--- config.mk ---
export PLATFORM = sky130hd
export DESIGN_NAME = backlight_to_dim_alpha_interp
export DESIGN_NICKNAME = d
export VERILOG_FILES = /design/src/rtl/bdai_pkg.sv /design/src/rtl/bdai_div.sv /design/src/rtl/bdai_dp.sv /design/src/rtl/bdai_seq.sv /design/src/rtl/backlight_to_dim_alpha_interp.sv
export SDC_FILE = /design/constraint.sdc
export NUM_CORES = 1
export LEC_CHECK = 0
export BUFFER_PORTS_ARGS = -buffer_cell sky130_fd_sc_hd__buf_2
export CORE_MARGIN = 3
export CORE_UTILIZATION = 45
export DETAILED_ROUTE_END_ITERATION = 10
export PLACE_DENSITY = 0.58
export SKIP_LAST_GASP = 1
export SLEW_MARGIN = 15
export SYNTH_ARGS = -nofsm -noshare
export SYNTH_HDL_FRONTEND = slang
export SYNTH_SLANG_ARGS = --single-unit
--- constraint.sdc ---
create_clock -name i_clk -period 9.37 [get_ports i_clk]
set_input_delay 0.4685 -clock i_clk [delete_from_list [all_inputs] [get_ports i_clk]]
set_output_delay 0.4685 -clock i_clk [all_outputs]
set_load 0.01 [all_outputs]
--- src/rtl/bdai_pkg.sv ---
// Shared types, constants, curve table and microprogram of the backlight to dim-alpha block.
package bdai_pkg;

    // Field widths.
    localparam int LEVEL_W      = 12;
    localparam int ALPHA_W      = 8;
    localparam int LEVEL_DATA_W = 16;   // level field padded to whole bytes

    // Curve table.
    localparam int TABLE_POINTS_DEF = 20;
    localparam int TABLE_SLOTS      = 32;
    localparam int IDX_W            = $clog2(TABLE_SLOTS);
    localparam int CURVE_LVL_W      = 10;
    localparam int LOW_LEVEL_LIMIT  = 3;

    localparam logic [CURVE_LVL_W-1:0] CURVE_LEVEL [TABLE_SLOTS] = '{
        10'd0,   10'd1,   10'd2,   10'd3,   10'd4,
        10'd6,   10'd10,  10'd20,  10'd30,  10'd45,
        10'd70,  10'd100, 10'd150, 10'd227, 10'd300,
        10'd400, 10'd500, 10'd600, 10'd800, 10'd1023,
        10'd1023, 10'd1023, 10'd1023, 10'd1023,
        10'd1023, 10'd1023, 10'd1023, 10'd1023,
        10'd1023, 10'd1023, 10'd1023, 10'd1023
    };

    localparam logic [ALPHA_W-1:0] CURVE_ALPHA [TABLE_SLOTS] = '{
        8'hff, 8'hee, 8'he8, 8'he6, 8'he5,
        8'he4, 8'he0, 8'hd5, 8'hce, 8'hc6,
        8'hb7, 8'had, 8'ha0, 8'h8a, 8'h80,
        8'h6e, 8'h5b, 8'h50, 8'h38, 8'h18,
        8'h18, 8'h18, 8'h18, 8'h18,
        8'h18, 8'h18, 8'h18, 8'h18,
        8'h18, 8'h18, 8'h18, 8'h18
    };

    // Datapath widths: numerators stay below 2^22, divisors below 2^10.
    localparam int DY_W          = ALPHA_W + 1;
    localparam int DIV_NW        = 23;
    localparam int DIV_MAG_W     = DIV_NW - 1;
    localparam int DIV_DW        = CURVE_LVL_W + 1;
    localparam int DIV_DMAG_W    = CURVE_LVL_W;
    localparam int DIV_BITS      = 2;
    localparam int SUM_W         = DIV_NW + 1;

    // Datapath operations.
    typedef enum logic [3:0] {
        OP_NOP,
        OP_IDX_INC,
        OP_LOAD_SEG,
        OP_DIV_A,
        OP_SAVE_T,
        OP_DIV_B,
        OP_DIV_C,
        OP_SAVE_BEND,
        OP_OUT_CALC,
        OP_OUT_TAIL,
        OP_OUT_ZERO,
        OP_OUT_OVR,
        OP_OUT_LAST
    } t_op;

    // Jump conditions.
    typedef enum logic [3:0] {
        C_NEVER,
        C_ALWAYS,
        C_HBM_OFF,
        C_OVR,
        C_LOW,
        C_HIT,
        C_NOT_END,
        C_DIV_BUSY,
        C_DY_ZERO
    } t_cond;

    localparam int PC_W = 5;

    localparam logic [PC_W-1:0] S_CHK_HBM  = 5'd0;
    localparam logic [PC_W-1:0] S_CHK_OVR  = 5'd1;
    localparam logic [PC_W-1:0] S_CHK_LOW  = 5'd2;
    localparam logic [PC_W-1:0] S_SCAN     = 5'd3;
    localparam logic [PC_W-1:0] S_NEXT     = 5'd4;
    localparam logic [PC_W-1:0] S_OUT_TAIL = 5'd5;
    localparam logic [PC_W-1:0] S_SEG      = 5'd6;
    localparam logic [PC_W-1:0] S_DIV_A    = 5'd7;
    localparam logic [PC_W-1:0] S_WAIT_A   = 5'd8;
    localparam logic [PC_W-1:0] S_SAVE_T   = 5'd9;
    localparam logic [PC_W-1:0] S_DIV_B    = 5'd10;
    localparam logic [PC_W-1:0] S_WAIT_B   = 5'd11;
    localparam logic [PC_W-1:0] S_DIV_C    = 5'd12;
    localparam logic [PC_W-1:0] S_WAIT_C   = 5'd13;
    localparam logic [PC_W-1:0] S_SAVE_B   = 5'd14;
    localparam logic [PC_W-1:0] S_FIN      = 5'd15;
    localparam logic [PC_W-1:0] S_OUT_ZERO = 5'd16;
    localparam logic [PC_W-1:0] S_OUT_OVR  = 5'd17;
    localparam logic [PC_W-1:0] S_OUT_LAST = 5'd18;

    typedef struct packed {
        t_op              op;
        t_cond            cond;
        logic [PC_W-1:0]  target;
        logic             last;
    } t_uword;

    typedef struct packed {
        logic hbm_off;
        logic ovr;
        logic low;
        logic hit;
        logic not_end;
        logic div_busy;
        logic dy_zero;
        logic out_blocked;
    } t_status;

    function automatic t_uword uw(input t_op op, input t_cond cond,
                                  input logic [PC_W-1:0] target, input logic last);
        t_uword w;
        w.op     = op;
        w.cond   = cond;
        w.target = target;
        w.last   = last;
        return w;
    endfunction

    // Microprogram. A step jumps to its target when its condition holds,
    // otherwise it falls through; a step marked last ends the transaction.
    function automatic t_uword ucode(input logic [PC_W-1:0] pc);
        t_uword w;
        unique case (pc)
            S_CHK_HBM:  w = uw(OP_NOP,       C_HBM_OFF,  S_OUT_ZERO, 1'b0);
            S_CHK_OVR:  w = uw(OP_NOP,       C_OVR,      S_OUT_OVR,  1'b0);
            S_CHK_LOW:  w = uw(OP_NOP,       C_LOW,      S_OUT_LAST, 1'b0);
            S_SCAN:     w = uw(OP_NOP,       C_HIT,      S_SEG,      1'b0);
            S_NEXT:     w = uw(OP_IDX_INC,   C_NOT_END,  S_SCAN,     1'b0);
            S_OUT_TAIL: w = uw(OP_OUT_TAIL,  C_NEVER,    S_CHK_HBM,  1'b1);
            S_SEG:      w = uw(OP_LOAD_SEG,  C_NEVER,    S_CHK_HBM,  1'b0);
            S_DIV_A:    w = uw(OP_DIV_A,     C_NEVER,    S_CHK_HBM,  1'b0);
            S_WAIT_A:   w = uw(OP_NOP,       C_DIV_BUSY, S_WAIT_A,   1'b0);
            S_SAVE_T:   w = uw(OP_SAVE_T,    C_DY_ZERO,  S_FIN,      1'b0);
            S_DIV_B:    w = uw(OP_DIV_B,     C_NEVER,    S_CHK_HBM,  1'b0);
            S_WAIT_B:   w = uw(OP_NOP,       C_DIV_BUSY, S_WAIT_B,   1'b0);
            S_DIV_C:    w = uw(OP_DIV_C,     C_NEVER,    S_CHK_HBM,  1'b0);
            S_WAIT_C:   w = uw(OP_NOP,       C_DIV_BUSY, S_WAIT_C,   1'b0);
            S_SAVE_B:   w = uw(OP_SAVE_BEND, C_NEVER,    S_CHK_HBM,  1'b0);
            S_FIN:      w = uw(OP_OUT_CALC,  C_NEVER,    S_CHK_HBM,  1'b1);
            S_OUT_ZERO: w = uw(OP_OUT_ZERO,  C_NEVER,    S_CHK_HBM,  1'b1);
            S_OUT_OVR:  w = uw(OP_OUT_OVR,   C_NEVER,    S_CHK_HBM,  1'b1);
            S_OUT_LAST: w = uw(OP_OUT_LAST,  C_NEVER,    S_CHK_HBM,  1'b1);
            default:    w = uw(OP_NOP,       C_NEVER,    S_CHK_HBM,  1'b1);
        endcase
        return w;
    endfunction

endpackage

--- src/rtl/bdai_div.sv ---
// Iterative signed divider, two quotient bits per cycle, truncating towards zero.
module bdai_div import bdai_pkg::*; (
    input  logic                     i_clk,
    input  logic                     i_rst_n,
    input  logic                     i_start,
    input  logic signed [DIV_NW-1:0] i_num,
    input  logic signed [DIV_DW-1:0] i_den,
    output logic                     o_busy,
    output logic signed [DIV_NW-1:0] o_quot
);

    localparam int STEPS = (DIV_MAG_W + DIV_BITS - 1) / DIV_BITS;
    localparam int CNT_W = $clog2(STEPS + 1);

    logic [CNT_W-1:0]      r_cnt;
    logic                  r_neg;
    logic [DIV_MAG_W-1:0]  r_q;
    logic [DIV_DMAG_W:0]   r_rem;
    logic [DIV_DMAG_W-1:0] r_d;

    logic [DIV_MAG_W-1:0]  num_mag;
    logic [DIV_DMAG_W-1:0] den_mag;
    logic [DIV_MAG_W-1:0]  step_q;
    logic [DIV_DMAG_W:0]   step_rem;

    logic signed [DIV_NW-1:0] num_abs;
    logic signed [DIV_DW-1:0] den_abs;

    assign num_abs = i_num[DIV_NW-1] ? -i_num : i_num;
    assign den_abs = i_den[DIV_DW-1] ? -i_den : i_den;
    assign num_mag = num_abs[DIV_MAG_W-1:0];
    assign den_mag = den_abs[DIV_DMAG_W-1:0];

    // Restoring division, DIV_BITS bits per cycle.
    always_comb begin
        step_rem = r_rem;
        step_q   = r_q;
        for (int k = 0; k < DIV_BITS; k++) begin
            step_rem = {step_rem[DIV_DMAG_W-1:0], step_q[DIV_MAG_W-1]};
            step_q   = {step_q[DIV_MAG_W-2:0], 1'b0};
            if (step_rem >= {1'b0, r_d}) begin
                step_rem  = step_rem - {1'b0, r_d};
                step_q[0] = 1'b1;
            end
        end
    end

    always_ff @(posedge i_clk) begin
        if (!i_rst_n) begin
            r_cnt <= '0;
        end else if (i_start) begin
            r_cnt <= CNT_W'(STEPS);
        end else if (r_cnt != '0) begin
            r_cnt <= r_cnt - 1'b1;
        end
    end

    always_ff @(posedge i_clk) begin
        if (i_start) begin
            r_neg <= i_num[DIV_NW-1] ^ i_den[DIV_DW-1];
            r_q   <= num_mag;
            r_rem <= '0;
            r_d   <= den_mag;
        end else if (r_cnt != '0) begin
            r_q   <= step_q;
            r_rem <= step_rem;
        end
    end

    assign o_busy = (r_cnt != '0);
    assign o_quot = r_neg ? -$signed({1'b0, r_q}) : $signed({1'b0, r_q});

endmodule

--- src/rtl/bdai_dp.sv ---
// Datapath: request registers, curve search index, interpolation terms and result register.
module bdai_dp import bdai_pkg::*; #(
    parameter int TABLE_POINTS = TABLE_POINTS_DEF
) (
    input  logic               i_clk,
    input  logic               i_rst_n,
    input  logic               i_accept,
    input  logic [LEVEL_W-1:0] i_level,
    input  logic               i_hbm,
    input  logic               i_cfg_we,
    input  logic [ALPHA_W-1:0] i_cfg_data,
    input  t_op                i_op,
    input  logic               i_out_ready,
    output logic               o_out_valid,
    output logic [ALPHA_W-1:0] o_out_data,
    output t_status            o_status
);

    localparam int COUNT = (TABLE_POINTS > TABLE_SLOTS) ? TABLE_SLOTS : TABLE_POINTS;
    localparam logic [IDX_W-1:0] LAST_IDX = IDX_W'(COUNT - 1);

    logic [LEVEL_W-1:0]       r_x;
    logic                     r_hbm;
    logic [IDX_W-1:0]         r_idx;
    logic [CURVE_LVL_W-1:0]   r_u;
    logic [CURVE_LVL_W-1:0]   r_v;
    logic [CURVE_LVL_W-1:0]   r_dx;
    logic signed [DY_W-1:0]   r_dy;
    logic [ALPHA_W-1:0]       r_ya;
    logic signed [DIV_NW-1:0] r_twice;
    logic signed [DIV_NW-1:0] r_bend;
    logic [ALPHA_W-1:0]       r_last;
    logic [ALPHA_W-1:0]       r_override;
    logic                     r_out_valid;
    logic [ALPHA_W-1:0]       r_out_data;

    logic [IDX_W-1:0]         idx_lo;
    logic [CURVE_LVL_W-1:0]   lvl_hi;
    logic [CURVE_LVL_W-1:0]   lvl_lo;
    logic                     div_start;
    logic                     div_busy;
    logic signed [DIV_NW-1:0] div_num;
    logic signed [DIV_DW-1:0] div_den;
    logic signed [DIV_NW-1:0] div_quot;
    logic signed [DIV_NW-1:0] twice_half;
    logic signed [SUM_W-1:0]  sum;
    logic [ALPHA_W-1:0]       sat;
    logic                     out_load;
    logic [ALPHA_W-1:0]       out_value;

    // The search starts at point one; point zero sits at level zero and can
    // never be hit by a level above the low limit.
    assign idx_lo = IDX_W'(r_idx - 1'b1);
    assign lvl_hi = CURVE_LEVEL[r_idx];
    assign lvl_lo = CURVE_LEVEL[idx_lo];

    always_comb begin
        div_start = 1'b0;
        div_num   = '0;
        div_den   = '0;
        unique case (i_op)
            OP_DIV_A: begin
                div_start = 1'b1;
                div_num   = (DIV_NW'(r_dy) * DIV_NW'($signed({1'b0, r_u}))) <<< 1;
                div_den   = DIV_DW'($signed({1'b0, r_dx}));
            end
            OP_DIV_B: begin
                div_start = 1'b1;
                div_num   = -((DIV_NW'($signed({1'b0, r_u}))
                              * DIV_NW'($signed({1'b0, r_v}))) <<< 1);
                div_den   = DIV_DW'(r_dy);
            end
            OP_DIV_C: begin
                div_start = 1'b1;
                div_num   = div_quot;
                div_den   = -DIV_DW'($signed({1'b0, r_dx}));
            end
            default: begin
                div_start = 1'b0;
            end
        endcase
    end

    bdai_div u_div (
        .i_clk   (i_clk),
        .i_rst_n (i_rst_n),
        .i_start (div_start),
        .i_num   (div_num),
        .i_den   (div_den),
        .o_busy  (div_busy),
        .o_quot  (div_quot)
    );

    // Halving with remainder rounding: odd positive values round up.
    assign twice_half = r_twice >>> 1;
    assign sum = SUM_W'($signed({1'b0, r_ya})) + SUM_W'(twice_half)
               + SUM_W'($signed({1'b0, r_twice[0] & ~r_twice[DIV_NW-1]}))
               + SUM_W'(r_bend);

    always_comb begin
        if (sum[SUM_W-1]) begin
            sat = '0;
        end else if (|sum[SUM_W-2:ALPHA_W]) begin
            sat = '1;
        end else begin
            sat = sum[ALPHA_W-1:0];
        end
    end

    always_comb begin
        out_load  = 1'b1;
        unique case (i_op)
            OP_OUT_CALC: out_value = sat;
            OP_OUT_TAIL: out_value = CURVE_ALPHA[LAST_IDX];
            OP_OUT_OVR:  out_value = r_override;
            OP_OUT_LAST: out_value = r_last;
            OP_OUT_ZERO: out_value = '0;
            default: begin
                out_load  = 1'b0;
                out_value = '0;
            end
        endcase
    end

    always_ff @(posedge i_clk) begin
        if (!i_rst_n) begin
            r_out_valid <= 1'b0;
            r_last      <= '0;
            r_override  <= '0;
        end else begin
            if (out_load) begin
                r_out_valid <= 1'b1;
            end else if (i_out_ready) begin
                r_out_valid <= 1'b0;
            end
            if (i_op == OP_OUT_CALC || i_op == OP_OUT_TAIL) begin
                r_last <= out_value;
            end
            if (i_cfg_we) begin
                r_override <= i_cfg_data;
            end
        end
    end

    always_ff @(posedge i_clk) begin
        if (out_load) begin
            r_out_data <= out_value;
        end
        if (i_accept) begin
            r_x   <= i_level;
            r_hbm <= i_hbm;
            r_idx <= IDX_W'(1);
        end else if (i_op == OP_IDX_INC) begin
            r_idx <= r_idx + 1'b1;
        end
        if (i_op == OP_LOAD_SEG) begin
            r_u    <= CURVE_LVL_W'(r_x) - lvl_lo;
            r_v    <= lvl_hi - CURVE_LVL_W'(r_x);
            r_dx   <= lvl_hi - lvl_lo;
            r_dy   <= $signed({1'b0, CURVE_ALPHA[r_idx]}) - $signed({1'b0, CURVE_ALPHA[idx_lo]});
            r_ya   <= CURVE_ALPHA[idx_lo];
            r_bend <= '0;
        end
        if (i_op == OP_SAVE_T) begin
            r_twice <= div_quot;
        end
        if (i_op == OP_SAVE_BEND) begin
            r_bend <= div_quot;
        end
    end

    assign o_status.hbm_off     = ~r_hbm;
    assign o_status.ovr         = (r_override != '0);
    assign o_status.low         = (r_x <= LEVEL_W'(LOW_LEVEL_LIMIT));
    assign o_status.hit         = ({{(LEVEL_W-CURVE_LVL_W){1'b0}}, lvl_hi} >= r_x);
    assign o_status.not_end     = (r_idx != LAST_IDX);
    assign o_status.div_busy    = div_busy;
    assign o_status.dy_zero     = (r_dy == '0);
    assign o_status.out_blocked = r_out_valid & ~i_out_ready;

    assign o_out_valid = r_out_valid;
    assign o_out_data  = r_out_data;

endmodule

--- src/rtl/bdai_seq.sv ---
// Microcode sequencer: step counter, control-word ROM and conditional jumps.
module bdai_seq import bdai_pkg::*; (
    input  logic    i_clk,
    input  logic    i_rst_n,
    input  logic    i_start,
    input  t_status i_status,
    output logic    o_busy,
    output t_op     o_op
);

    logic [PC_W-1:0] r_pc;
    logic            r_busy;
    logic [PC_W-1:0] n_pc;
    logic            n_busy;
    t_uword          word;
    logic            cond_true;
    logic            stall;

    assign word = ucode(r_pc);

    always_comb begin
        unique case (word.cond)
            C_NEVER:    cond_true = 1'b0;
            C_ALWAYS:   cond_true = 1'b1;
            C_HBM_OFF:  cond_true = i_status.hbm_off;
            C_OVR:      cond_true = i_status.ovr;
            C_LOW:      cond_true = i_status.low;
            C_HIT:      cond_true = i_status.hit;
            C_NOT_END:  cond_true = i_status.not_end;
            C_DIV_BUSY: cond_true = i_status.div_busy;
            C_DY_ZERO:  cond_true = i_status.dy_zero;
            default:    cond_true = 1'b0;
        endcase
    end

    // A final step waits while the previous result is still held.
    assign stall = word.last & i_status.out_blocked;
    assign o_op  = (r_busy && !stall) ? word.op : OP_NOP;

    always_comb begin
        n_pc   = r_pc;
        n_busy = r_busy;
        if (i_start) begin
            n_pc   = S_CHK_HBM;
            n_busy = 1'b1;
        end else if (r_busy && !stall) begin
            if (word.last) begin
                n_busy = 1'b0;
            end else if (cond_true) begin
                n_pc = word.target;
            end else begin
                n_pc = r_pc + 1'b1;
            end
        end
    end

    always_ff @(posedge i_clk) begin
        if (!i_rst_n) begin
            r_pc   <= S_CHK_HBM;
            r_busy <= 1'b0;
        end else begin
            r_pc   <= n_pc;
            r_busy <= n_busy;
        end
    end

    assign o_busy = r_busy;

endmodule

--- src/rtl/backlight_to_dim_alpha_interp.sv ---
// Top level of the backlight to dim-alpha interpolator.
//
// Each input transaction carries a backlight level and the high-brightness
// flag; one output transaction returns the dim-layer alpha. With the flag
// clear the alpha is zero, a nonzero override register is returned as it is,
// and levels of three or below return the alpha last derived from the curve.
// Otherwise the level is searched in a constant level/alpha curve and
// interpolated between its neighbouring points (a rounded linear term plus a
// quadratic correction), saturated to 0..255 and remembered. A short
// microprogram steps a small datapath; one request is in work at a time, and
// a new one is taken while the previous result still waits on the output.
// These cases are checked in that order; the curve path then steps through the
// curve points one by one in the search and runs up to three divisions in the
// shared two-bit-per-cycle divider, and a level beyond the curve returns the
// alpha of the last curve point. The next request can be taken once the result
// has been loaded, and the final step of a request waits for as long as the
// previous result is still held on the output. The override register may only
// be written while no request is in work.
module backlight_to_dim_alpha_interp import bdai_pkg::*; #(
    parameter int TABLE_POINTS = TABLE_POINTS_DEF
) (
    input  logic                    i_clk,
    input  logic                    i_rst_n,
    input  logic                    s_axis_tvalid,
    output logic                    s_axis_tready,
    input  logic [LEVEL_DATA_W-1:0] s_axis_tdata,   // [11:0] brightness_level
    input  logic [0:0]              s_axis_tuser,   // [0] hbm_active
    output logic                    m_axis_tvalid,
    input  logic                    m_axis_tready,
    output logic [ALPHA_W-1:0]      m_axis_tdata,   // [7:0] dim-layer alpha
    input  logic                    i_cfg_valid,
    output logic                    o_cfg_ready,
    input  logic [ALPHA_W-1:0]      i_cfg_data
);

    logic    seq_busy;
    logic    in_accept;
    logic    cfg_we;
    t_op     op;
    t_status status;

    // A request is taken whenever the sequencer is free.
    assign s_axis_tready = ~seq_busy;
    assign in_accept     = s_axis_tvalid & s_axis_tready;

    // The override register accepts a write in every cycle.
    assign o_cfg_ready = 1'b1;
    assign cfg_we      = i_cfg_valid & o_cfg_ready;

    bdai_seq u_seq (
        .i_clk    (i_clk),
        .i_rst_n  (i_rst_n),
        .i_start  (in_accept),
        .i_status (status),
        .o_busy   (seq_busy),
        .o_op     (op)
    );

    bdai_dp #(
        .TABLE_POINTS (TABLE_POINTS)
    ) u_dp (
        .i_clk       (i_clk),
        .i_rst_n     (i_rst_n),
        .i_accept    (in_accept),
        .i_level     (s_axis_tdata[LEVEL_W-1:0]),
        .i_hbm       (s_axis_tuser[0]),
        .i_cfg_we    (cfg_we),
        .i_cfg_data  (i_cfg_data),
        .i_op        (op),
        .i_out_ready (m_axis_tready),
        .o_out_valid (m_axis_tvalid),
        .o_out_data  (m_axis_tdata),
        .o_status    (status)
    );

    // The divider is only started once the previous division has finished.
    a_div_idle_at_start: assert property (@(posedge i_clk) disable iff (!i_rst_n)
        (op == OP_DIV_A || op == OP_DIV_B || op == OP_DIV_C) |-> !status.div_busy)
        else $error("divider started while busy");

    // A result is never written over one that has not been taken.
    a_no_overwrite: assert property (@(posedge i_clk) disable iff (!i_rst_n)
        (op == OP_OUT_CALC || op == OP_OUT_TAIL || op == OP_OUT_ZERO
         || op == OP_OUT_OVR || op == OP_OUT_LAST) |-> !status.out_blocked)
        else $error("result register overwritten");

    // With the flag clear and the output empty, an accepted request returns a zero on the output.
    a_flag_off_zero: assert property (@(posedge i_clk) disable iff (!i_rst_n)
        (in_accept && !s_axis_tuser[0] && !m_axis_tvalid)
        |-> ##3 (m_axis_tvalid && m_axis_tdata == '0))
        else $error("flag-off request did not return zero");

endmodule
==> results.toml, run 1 <==
[yosys]
syn_nets = 2778
ys_seq_elements = 203
postSynthAreaPerCell_um2 = 8.97
seq_area_frac_synth_pct = 25.8
netlist_area_um2 = 21500
synth.distinct_cells = 93
ys.flop_type = "edfxtp_1"
ys_warn_count = 0
async_flop_share_pct = 0
synth_edf_count = 147
synthCells = 2395

[finish]
final_common_cell = "inv_1"
layout-drive-gt1-share_pct = 6.38
fin_nets = 2762
area.growth.synth_to_final_pct = 7.53
final_cell_mix = "inv_1, nand2_1, ha_1, nor2_1, edfxtp_1"
fillCellCount = 4503

[placement]
place_ws_ns = 1.67
gp_congestion = 0.873
dp_hpwl_um = 43200
port-buffer-count = 35

[timing]
tns_ns = 0
hold_viol = 0
final.min_clock_period_ns = 7.75
layout_setup_ws_ns = 1.62
rsz0062_at_grt = "no"
period_share_pct = 82.7
fin_hold_ws_ns = 0.0790
finalMaxSlewViolations = 0
tightestPinTransition_ns = 0.990
maxSlewHeadroom_pct = 33.8
setup_viol = 0
fmax_ghz = 0.129
finClkSkew_ns = 0.0230

[critical_path]
crit_path_end_kind = "flip-flop"
r2r_cells = 22
cp.arrival_ns = 8.05
critPathKind = "reg -> reg"
rr_endpoint = "u_dp.u_div.r_q[20]"
worst_setup_path_start_kind = "flip-flop"
r2r_slack_ns = 1.62
r2r-start = "u_dp.r_u[5]"
worstPathRequired_ns = 9.67
cp-startpoint = "u_dp.r_u[5]"
worstPathMaxFanout = 19

[clock_network]
clk_latency_ns = 0.57
h-tree-depth = 1
clock_path_buffers = 3
cts_tree = "done"
clockRootBuffer = "clkbuf_16"
hold_buffers = 0
cts_resized = 0
post-cts-setup-buffer-count = 0
cts-buffers-inserted = 25
clk_pin_slew_ns = 0.06
cts.sinks = 203

[power_and_ir_drop]
peakVddDrop_mv = 0.142
power.density_nw_per_um2 = 179
leakagePower_nw = 10.0

[die]
core_um2 = 46900
fp.dieW_um = 224
io_pins = 41
num_rows = 79
die_y_um = 224
die-area_um2 = 50400
initial_core_util_pct = 45.8

[grt]
grt_max_degree = 48
antenna_found_initial = 1
grt_pass1_wl_um = 88400
grt_pass1_vias = 16700
gr-usage-all-layers_pct = 21.6
grt.overflow.total = 0

[route]
vias_per_cell = 5.63
dr_total_vias = 16900
drtAntennaViolNets = 0
wl_per_cell_um = 18.1
drcViolationCount = 0
totalWireLength_um = 54400
drt_iter0_markers = 993
drtPass1Iterations = 7

[flow_run]
cap_violations = 0

[min_path]
hp-start = "s_axis_tdata[5]"
min_to = "u_dp.r_x[5]"
min_path_cells = 1
min_path_type = "in -> reg"

[outcome]
status = "completed"
[flip-flops by register name, indices dropped and copies added (netlist names), 12 cells and up]
name            cells
u_seq.word         14
u_dp.u_div.r_q     22
u_dp.r_twice       23
u_dp.r_bend        23
u_dp.r_x           12
[power by group]
group | switching, W | internal, W | leakage [nW]
clock | 0.000422 | 0.000619 | 0.436
combinational | 0.00108 | 0.000762 | 7.79
sequential | 0.000114 | 0.00113 | 1.79
[worst max path at each step]
| stage | end | slack, ns | depth (start not counted) |
|---|---|---|---|
| after floorplan | u_dp.u_div.r_q[20] | 2.30 | 26 |
| after global placement | u_dp.u_div.r_q[20] | 1.72 | 22 |
| after detailed placement | u_dp.u_div.r_q[20] | 1.67 | 22 |
| after CTS | u_dp.u_div.r_q[20] | 1.63 | 22 |
| after global routing | u_dp.u_div.r_q[20] | 1.22 | 22 |
| final | u_dp.u_div.r_q[20] | 1.62 | 22 |
[routing by layer]
| metal | up-vias | wire, um | share of wire, % | global-route usage (%) |
|---|---|---|---|---|
| met1 | 8133 | 24600 | 45 | 29.4 |
| met4 | 0 | 1560 | 2.9 | 6.17 |
| met2 | 384 | 25500 | 47 | 36.6 |
| met5 | - | 0 | 0 | 0 |
| li1 | 8316 | - | - | - |
| met3 | 84 | 2730 | 5.0 | 2.62 |
[logic make-up after synthesis]
logic type      count (synthesis)  synth area share (%)
compound gates                543                  16.9
xor+xnor                      167                  6.87
fa+ha+maj                     353                  25.0
buf+inv                       349                  6.17
flops                         203                  25.8
mux                            41                  1.98
other cells                     1                0.0175
simple gates                  738                  17.2
[Yosys cell counts, types with 10 or more instances]
cell type	n	share of area [%]
a211o_1	12	0.49
a211oi_1	17	0.59
a21boi_0	16	0.56
a21o_1	36	1.3
a21oi_1	146	3.4
a221oi_1	12	0.49
a22oi_1	19	0.66
a31oi_1	19	0.55
and2_1	105	3.1
and3_1	14	0.41
clkbuf_1	81	1.4
dfxtp_1	56	5.2
edfxtp_1	147	21
fa_1	128	12
ha_1	225	13
inv_1	251	4.4
mux2_2	11	0.58
mux2i_1	29	1.4
nand2_1	228	4.0
nand2b_1	26	0.76
nand3_1	34	0.79
nand4_1	16	0.47
nor2_1	158	2.8
nor2b_1	44	1.3
nor3_1	32	0.75
nor4_1	13	0.38
o21a_1	20	0.70
o21ai_0	111	2.6
o21bai_1	10	0.35
o22ai_1	13	0.38
o31ai_1	17	0.59
or3_1	23	0.67
xnor2_1	103	4.2
xor2_1	63	2.6
[worst max-delay path, stage by stage, from the launching register on]
cell      delay [ns]
edfxtp_1        0.89
nand2_1         0.17
fa_1            0.57
inv_1           0.05
fa_1            0.49
inv_1           0.06
fa_1            0.47
inv_1           0.05
fa_1            0.52
inv_1           0.06
fa_1            0.54
inv_1           0.04
ha_1            0.44
and4_1          0.28
a21boi_0        0.54
o21ai_0         0.26
o22a_1          0.32
nor4_1          0.35
xnor2_1         0.13
a221oi_2        0.47
nand4b_4        0.17
o41ai_2         0.25
mux2_1          0.35
[stage by stage]
step           area, um^2  power [W]  util [%]  instances
3_3_place_gp        22200    0.00306      47.4       2959
5_1_grt             23100    0.00444      49.3       3005
6_report            23100    0.00413      49.3       3006
4_1_cts             23100    0.00414      49.3       3005
2_1_floorplan       21500    0.00264         -       2395
3_5_place_dp        22200    0.00309      47.4       2959
[area by class of cell]
class / count / area [um^2] / share of cell area (%)
Clock inverter: 11 / 143 / 0.618
Tap cell: 607 / 759 / 3.29
Antenna cell: 1 / 2.50 / 0.0108
Sequential cell: 203 / 5540 / 24.0
Inverter: 255 / 957 / 4.14
Timing Repair Buffer: 51 / 295 / 1.28
Clock buffer: 35 / 746 / 3.23
Multi-Input combinational cell: 1843 / 14700 / 63.5
(Power assumes the default switching activity.)
==> run 2, diff against run 1 <==
clock period = 7.3 ns   (was 9.37 ns; I/O delays follow)
==> results.toml, run 2 (synthesized netlist as in run 1, its figures left out) <==
[power_and_ir_drop]
p_int_w = 0.00321
power.density_nw_per_um2 = 224
combPwrFrac_pct = 46.6
leakagePower_nw = 10.4
p_sw_w = 0.00207
power_w = 0.00529
peakVddDrop_mv = 0.161
swShare_pct = 39.2
p_clk_share_pct = 23.3
pwr-share-seq_pct = 30.1

[critical_path]
worstPathMaxFanout = 14
worst_setup_path_start_kind = "flip-flop"
r2r_slack_ns = 0.29
worstPathCellList = "buf_4 > nand2_1 > fa_1 > inv_1 > fa_1 > ha_1 > fa_1 > inv_1 > fa_1 > inv_1 > ha_1 > a21oi_1 > nand2_1 > or3_1 > a221o_1 > or3_1 > nor4_1 > o31a_1 > and4b_4 > nand4b_4 > o41ai_2 > mux2_1"
cpMostUsedCell = "fa_1"
cp.arrival_ns = 7.30
critPathKind = "reg -> reg"
cpMaxStageDelayCell = "fa_1"
slowest_delay_ns = 0.54
crit_path_end_kind = "flip-flop"
worstPathRequired_ns = 7.59

[route]
drtAntennaViolNets = 0
drcViolationCount = 0
totalWireLength_um = 55300
dr_total_vias = 17100
wl_per_cell_um = 17.9
drt_iter0_markers = 1146
vias_per_cell = 5.54
drtPass1Iterations = 6

[timing]
period_share_pct = 96.0
finalMaxSlewViolations = 0
hold_viol = 0
fmax_ghz = 0.143
rsz0062_at_grt = "no"
setup_viol = 0
maxSlewHeadroom_pct = 21.2
tightestPinTransition_ns = 1.18
final.min_clock_period_ns = 7.01
finClkSkew_ns = 0.0172
tns_ns = 0

[clock_network]
clk_latency_ns = 0.54
h-tree-depth = 1
clock_path_buffers = 3
cts.sinks = 203
cts-buffers-inserted = 26
clockRootBuffer = "clkbuf_16"
clk_pin_slew_ns = 0.05
cts_tree = "done"

[finish]
final_cell_mix = "inv_1, nand2_1, ha_1, nor2_1, edfxtp_1"
fin_nets = 2841
reg_top3 = "u_dp.r_bend x23, u_dp.r_twice x23, u_dp.u_div.r_q x22"
postLayoutCoreUtil_pct = 50.5
layout-drive-gt1-share_pct = 8.76
final_common_cell = "inv_1"
area.growth.synth_to_final_pct = 10.1

[die]
fp.dieW_um = 224
die-area_um2 = 50400
core_um2 = 46900
io_pins = 41
initial_core_util_pct = 45.8
die_y_um = 224
num_rows = 79

[grt]
grt.overflow.total = 0
grt_pass1_vias = 17000
grt_max_degree = 48
gr-usage-all-layers_pct = 21.9
antenna_found_initial = 1
grt_pass1_wl_um = 89900

[placement]
port-buffer-count = 35
dp_hpwl_um = 44600
gp_congestion = 0.883

[flow_run]
cap_violations = 0

[outcome]
status = "completed"

[min_path]
min_path_type = "in -> reg"
run 2: changes by cell type in the layout (fill, tap and decap cells not counted), moves of 2 or more:
cell           previous run  this run
a21oi_2                   2         0
buf_4                    16        83
clkbuf_1                  4         7
clkinv_2                  3         5
clkinv_4                  1         3
dlygate4sd3_1             0        10
run 2: per-stage QoR:
stage	std cells	setup WS, ns	hold slack (ns)	area (um^2)
global route	3085	0.00224	0.0127	23600
global placement	3012	0.329	0.459	22600
detailed placement	3012	0.272	0.467	22600
floorplan	2395	0.229	0.442	21500
CTS	3070	0.262	0.00132	23500
finish	3086	0.290	0.0245	23600
run 2: area by class of cell:
class	count	area, um^2
Clock buffer	36	718
Fill cell	4443	23200
Multi-Input combinational cell	1843	14700
Clock inverter	12	110
Antenna cell	1	2.50
Inverter	255	957
Timing Repair Buffer	129	910
Sequential cell	203	5540
Tap cell	607	759
run 2: what timing repair did:
action / in CTS / in global routing
hold endpoints to repair: 10 / 0
setup buffers: 0 / 15
hold buffers: 10 / 0
setup endpoints to repair: 0 / 23
resized for setup: 0 / 3
run 2: power groups by stage:
stage                     logic [W]  registers [W]  clock network (W)
after floorplan             0.00183        0.00157                  0
after global placement      0.00239        0.00161                  0
after detailed placement    0.00243        0.00161                  0
after CTS                   0.00245        0.00159            0.00126
after global routing        0.00276        0.00161            0.00131
final                       0.00246        0.00159            0.00123
run 2: final timing paths:
kind | start | endpoint | depth (start not counted)
setup / recovery | u_dp.r_u[2] | u_dp.u_div.r_q[20] | 22
hold reg to reg | u_dp.r_last[3] | u_dp.r_last[3] | 2
hold / removal | s_axis_tdata[10] | u_dp.r_x[10] | 1
setup reg to reg | u_dp.r_u[2] | u_dp.u_div.r_q[20] | 22
run 2: worst max-delay path: cells and delay by family, from the launching register on:
family / cells / cell delay, ns
fa+ha+maj: 6 / 2.58
simple gates: 7 / 1.82
compound gates: 4 / 1.11
flops: 1 / 0.46
buf+inv: 4 / 0.43
mux: 1 / 0.34
run 2: layer usage:
metal | vias to the layer above | GRT usage, % | share of wire [%]
met4 | 2 | 6.34 | 3.1
met2 | 367 | 37.1 | 47
met3 | 89 | 3.07 | 4.6
met1 | 8151 | 29.4 | 45
met5 | - | 0 | 0.031
li1 | 8498 | - | -
==> run 3, diff against run 2 <==
PLACE_DENSITY = unset   (was 0.58)
==> results.toml, run 3 (synthesized netlist as in run 1, its figures left out) <==
[outcome]
status = "completed"

[finish]
layout-drive-gt1-share_pct = 8.36
final_common_cell = "inv_1"
reg_top3 = "u_dp.r_bend x23, u_dp.r_twice x23, u_dp.u_div.r_q x22"
fin_nets = 2828
final_cell_mix = "inv_1, nand2_1, ha_1, nor2_1, edfxtp_1"
area.growth.synth_to_final_pct = 9.89
fin_area_um2 = 23600
fin_cells = 3073

[die]
io_pins = 41
num_rows = 79
core_um2 = 46900
fp.dieW_um = 224
initial_core_util_pct = 45.8
die-area_um2 = 50400
die_y_um = 224

[critical_path]
slowest_delay_ns = 0.55
critical-path-top-delay-family = "adder cells"
crit_path_end_kind = "flip-flop"
cp-startpoint = "u_dp.r_u[2]"
rr_endpoint = "u_dp.u_div.r_q[20]"
worstPathCellList = "and2_1 > fa_1 > fa_1 > inv_1 > fa_1 > inv_1 > fa_1 > inv_1 > fa_1 > inv_1 > ha_2 > a21oi_4 > o21ai_1 > or2_2 > or2_2 > o22a_1 > nor4_2 > xnor2_1 > a221oi_2 > nand4b_4 > o41ai_2 > mux2_1"
cp.arrival_ns = 7.20
critPathKind = "reg -> reg"
critPathCapture = "u_dp.u_div.r_q[20]"
path_buf_inv = 4
r2r_slack_ns = 0.39
cp_num_cells = 22
worstPathMaxFanout = 8
worst_setup_path_start_kind = "flip-flop"
r2r_cells = 22
cpMostUsedCell = "fa_1"
r2r-start = "u_dp.r_u[2]"
cpMaxStageDelayCell = "fa_1"
worstPathRequired_ns = 7.59

[grt]
grt_max_degree = 48
grt_pass1_vias = 17100
grt.overflow.total = 0
antenna_found_initial = 0
gr-usage-all-layers_pct = 21.6
grt_pass1_wl_um = 89200

[timing]
hold_viol = 0
fmax_ghz = 0.145
layout_setup_ws_ns = 0.390
tightestPinTransition_ns = 1.27
finClkSkew_ns = 0.0206
final.min_clock_period_ns = 6.91
tns_ns = 0
fin_hold_ws_ns = 0.0625
maxSlewHeadroom_pct = 15.5
finalMaxSlewViolations = 0
rsz0062_at_grt = "yes"
setup_viol = 0
period_share_pct = 94.7

[route]
drtPass1Iterations = 7
drcViolationCount = 0
drt_iter0_markers = 1145
totalWireLength_um = 54400
vias_per_cell = 5.62
drtAntennaViolNets = 0
dr_total_vias = 17300
wl_per_cell_um = 17.7

[power_and_ir_drop]
pwr-share-seq_pct = 30.1
power.density_nw_per_um2 = 224
p_sw_w = 0.00206
swShare_pct = 38.9
peakVddDrop_mv = 0.162
combPwrFrac_pct = 46.0
leakagePower_nw = 10.3
p_clk_share_pct = 23.9
p_int_w = 0.00323

[placement]
dp_hpwl_um = 44100
dp.cells = 3008
gp_congestion = 0.895
place_area_um2 = 22600
place_ws_ns = 0.266
port-buffer-count = 35

[clock_network]
clk_pin_slew_ns = 0.06
cts-buffers-inserted = 26
cts.sinks = 203
clock_path_buffers = 3
h-tree-depth = 1
clk_latency_ns = 0.55
clockRootBuffer = "clkbuf_16"
cts_tree = "done"

[min_path]
min_path_cells = 3
min_path_type = "in -> reg"
hp-start = "i_cfg_data[4]"

[flow_run]
cap_violations = 0
run 3: tightest hold or removal path: cells and delay by family:
family                 cells  cell delay (ns)
and+or+nand+nor            1             0.07
muxes                      1             0.05
buffers and inverters      1             0.08
run 3: worst min path at each step:
stage	end	slack [ns]
3_5_place_dp	u_dp.r_last[3]	0.46
4_1_cts	u_dp.r_override[2]	0.04
6_report	u_dp.r_override[4]	0.06
5_1_grt	u_dp.r_override[0]	0.07
2_1_floorplan	u_dp.r_last[3]	0.44
3_3_place_gp	u_dp.r_last[3]	0.46
run 3: power by group through the flow:
stage	sequential [W]	clock, W	combinational, W
after global placement	0.00161	0	0.00236
after detailed placement	0.00161	0	0.00240
final	0.00159	0.00126	0.00243
after floorplan	0.00157	0	0.00183
after CTS	0.00159	0.00129	0.00242
after global routing	0.00161	0.00134	0.00273
run 3: metal layers:
metal / vias to the layer above / global-route usage [%] / part of all wire [%]
li1: 8467 / - / -
met1: 8278 / 29.3 / 45
met2: 422 / 37.1 / 48
met3: 90 / 2.09 / 4.4
met4: 0 / 5.70 / 2.7
met5: - / 0 / 0
run 3: area by class of cell:
cell class	count	area (um^2)
clock buffers	37	742
diodes	1	2.50
clock inverters	11	108
inverters	255	957
well taps	607	759
multi-input cells	1843	14700
flip-flops and latches	203	5540
repair buffers	116	820
fillers	4451	23200
run 3: what timing repair did:
| item | in CTS | in global routing |
|---|---|---|
| hold buffers | 13 | 0 |
| setup buffers | 0 | 3 |
| endpoints found under the setup margin | 0 | 20 |
| gates resized for setup | 0 | 5 |
| hold endpoints to repair | 13 | 0 |
run 3: metrics by stage:
| step | power (W) | utilization (%) |
|---|---|---|
| after floorplan | 0.00339 | - |
| after global placement | 0.00397 | 48.2 |
| after detailed placement | 0.00401 | 48.2 |
| after CTS | 0.00530 | 50.2 |
| after global routing | 0.00567 | 50.4 |
| final | 0.00528 | 50.4 |
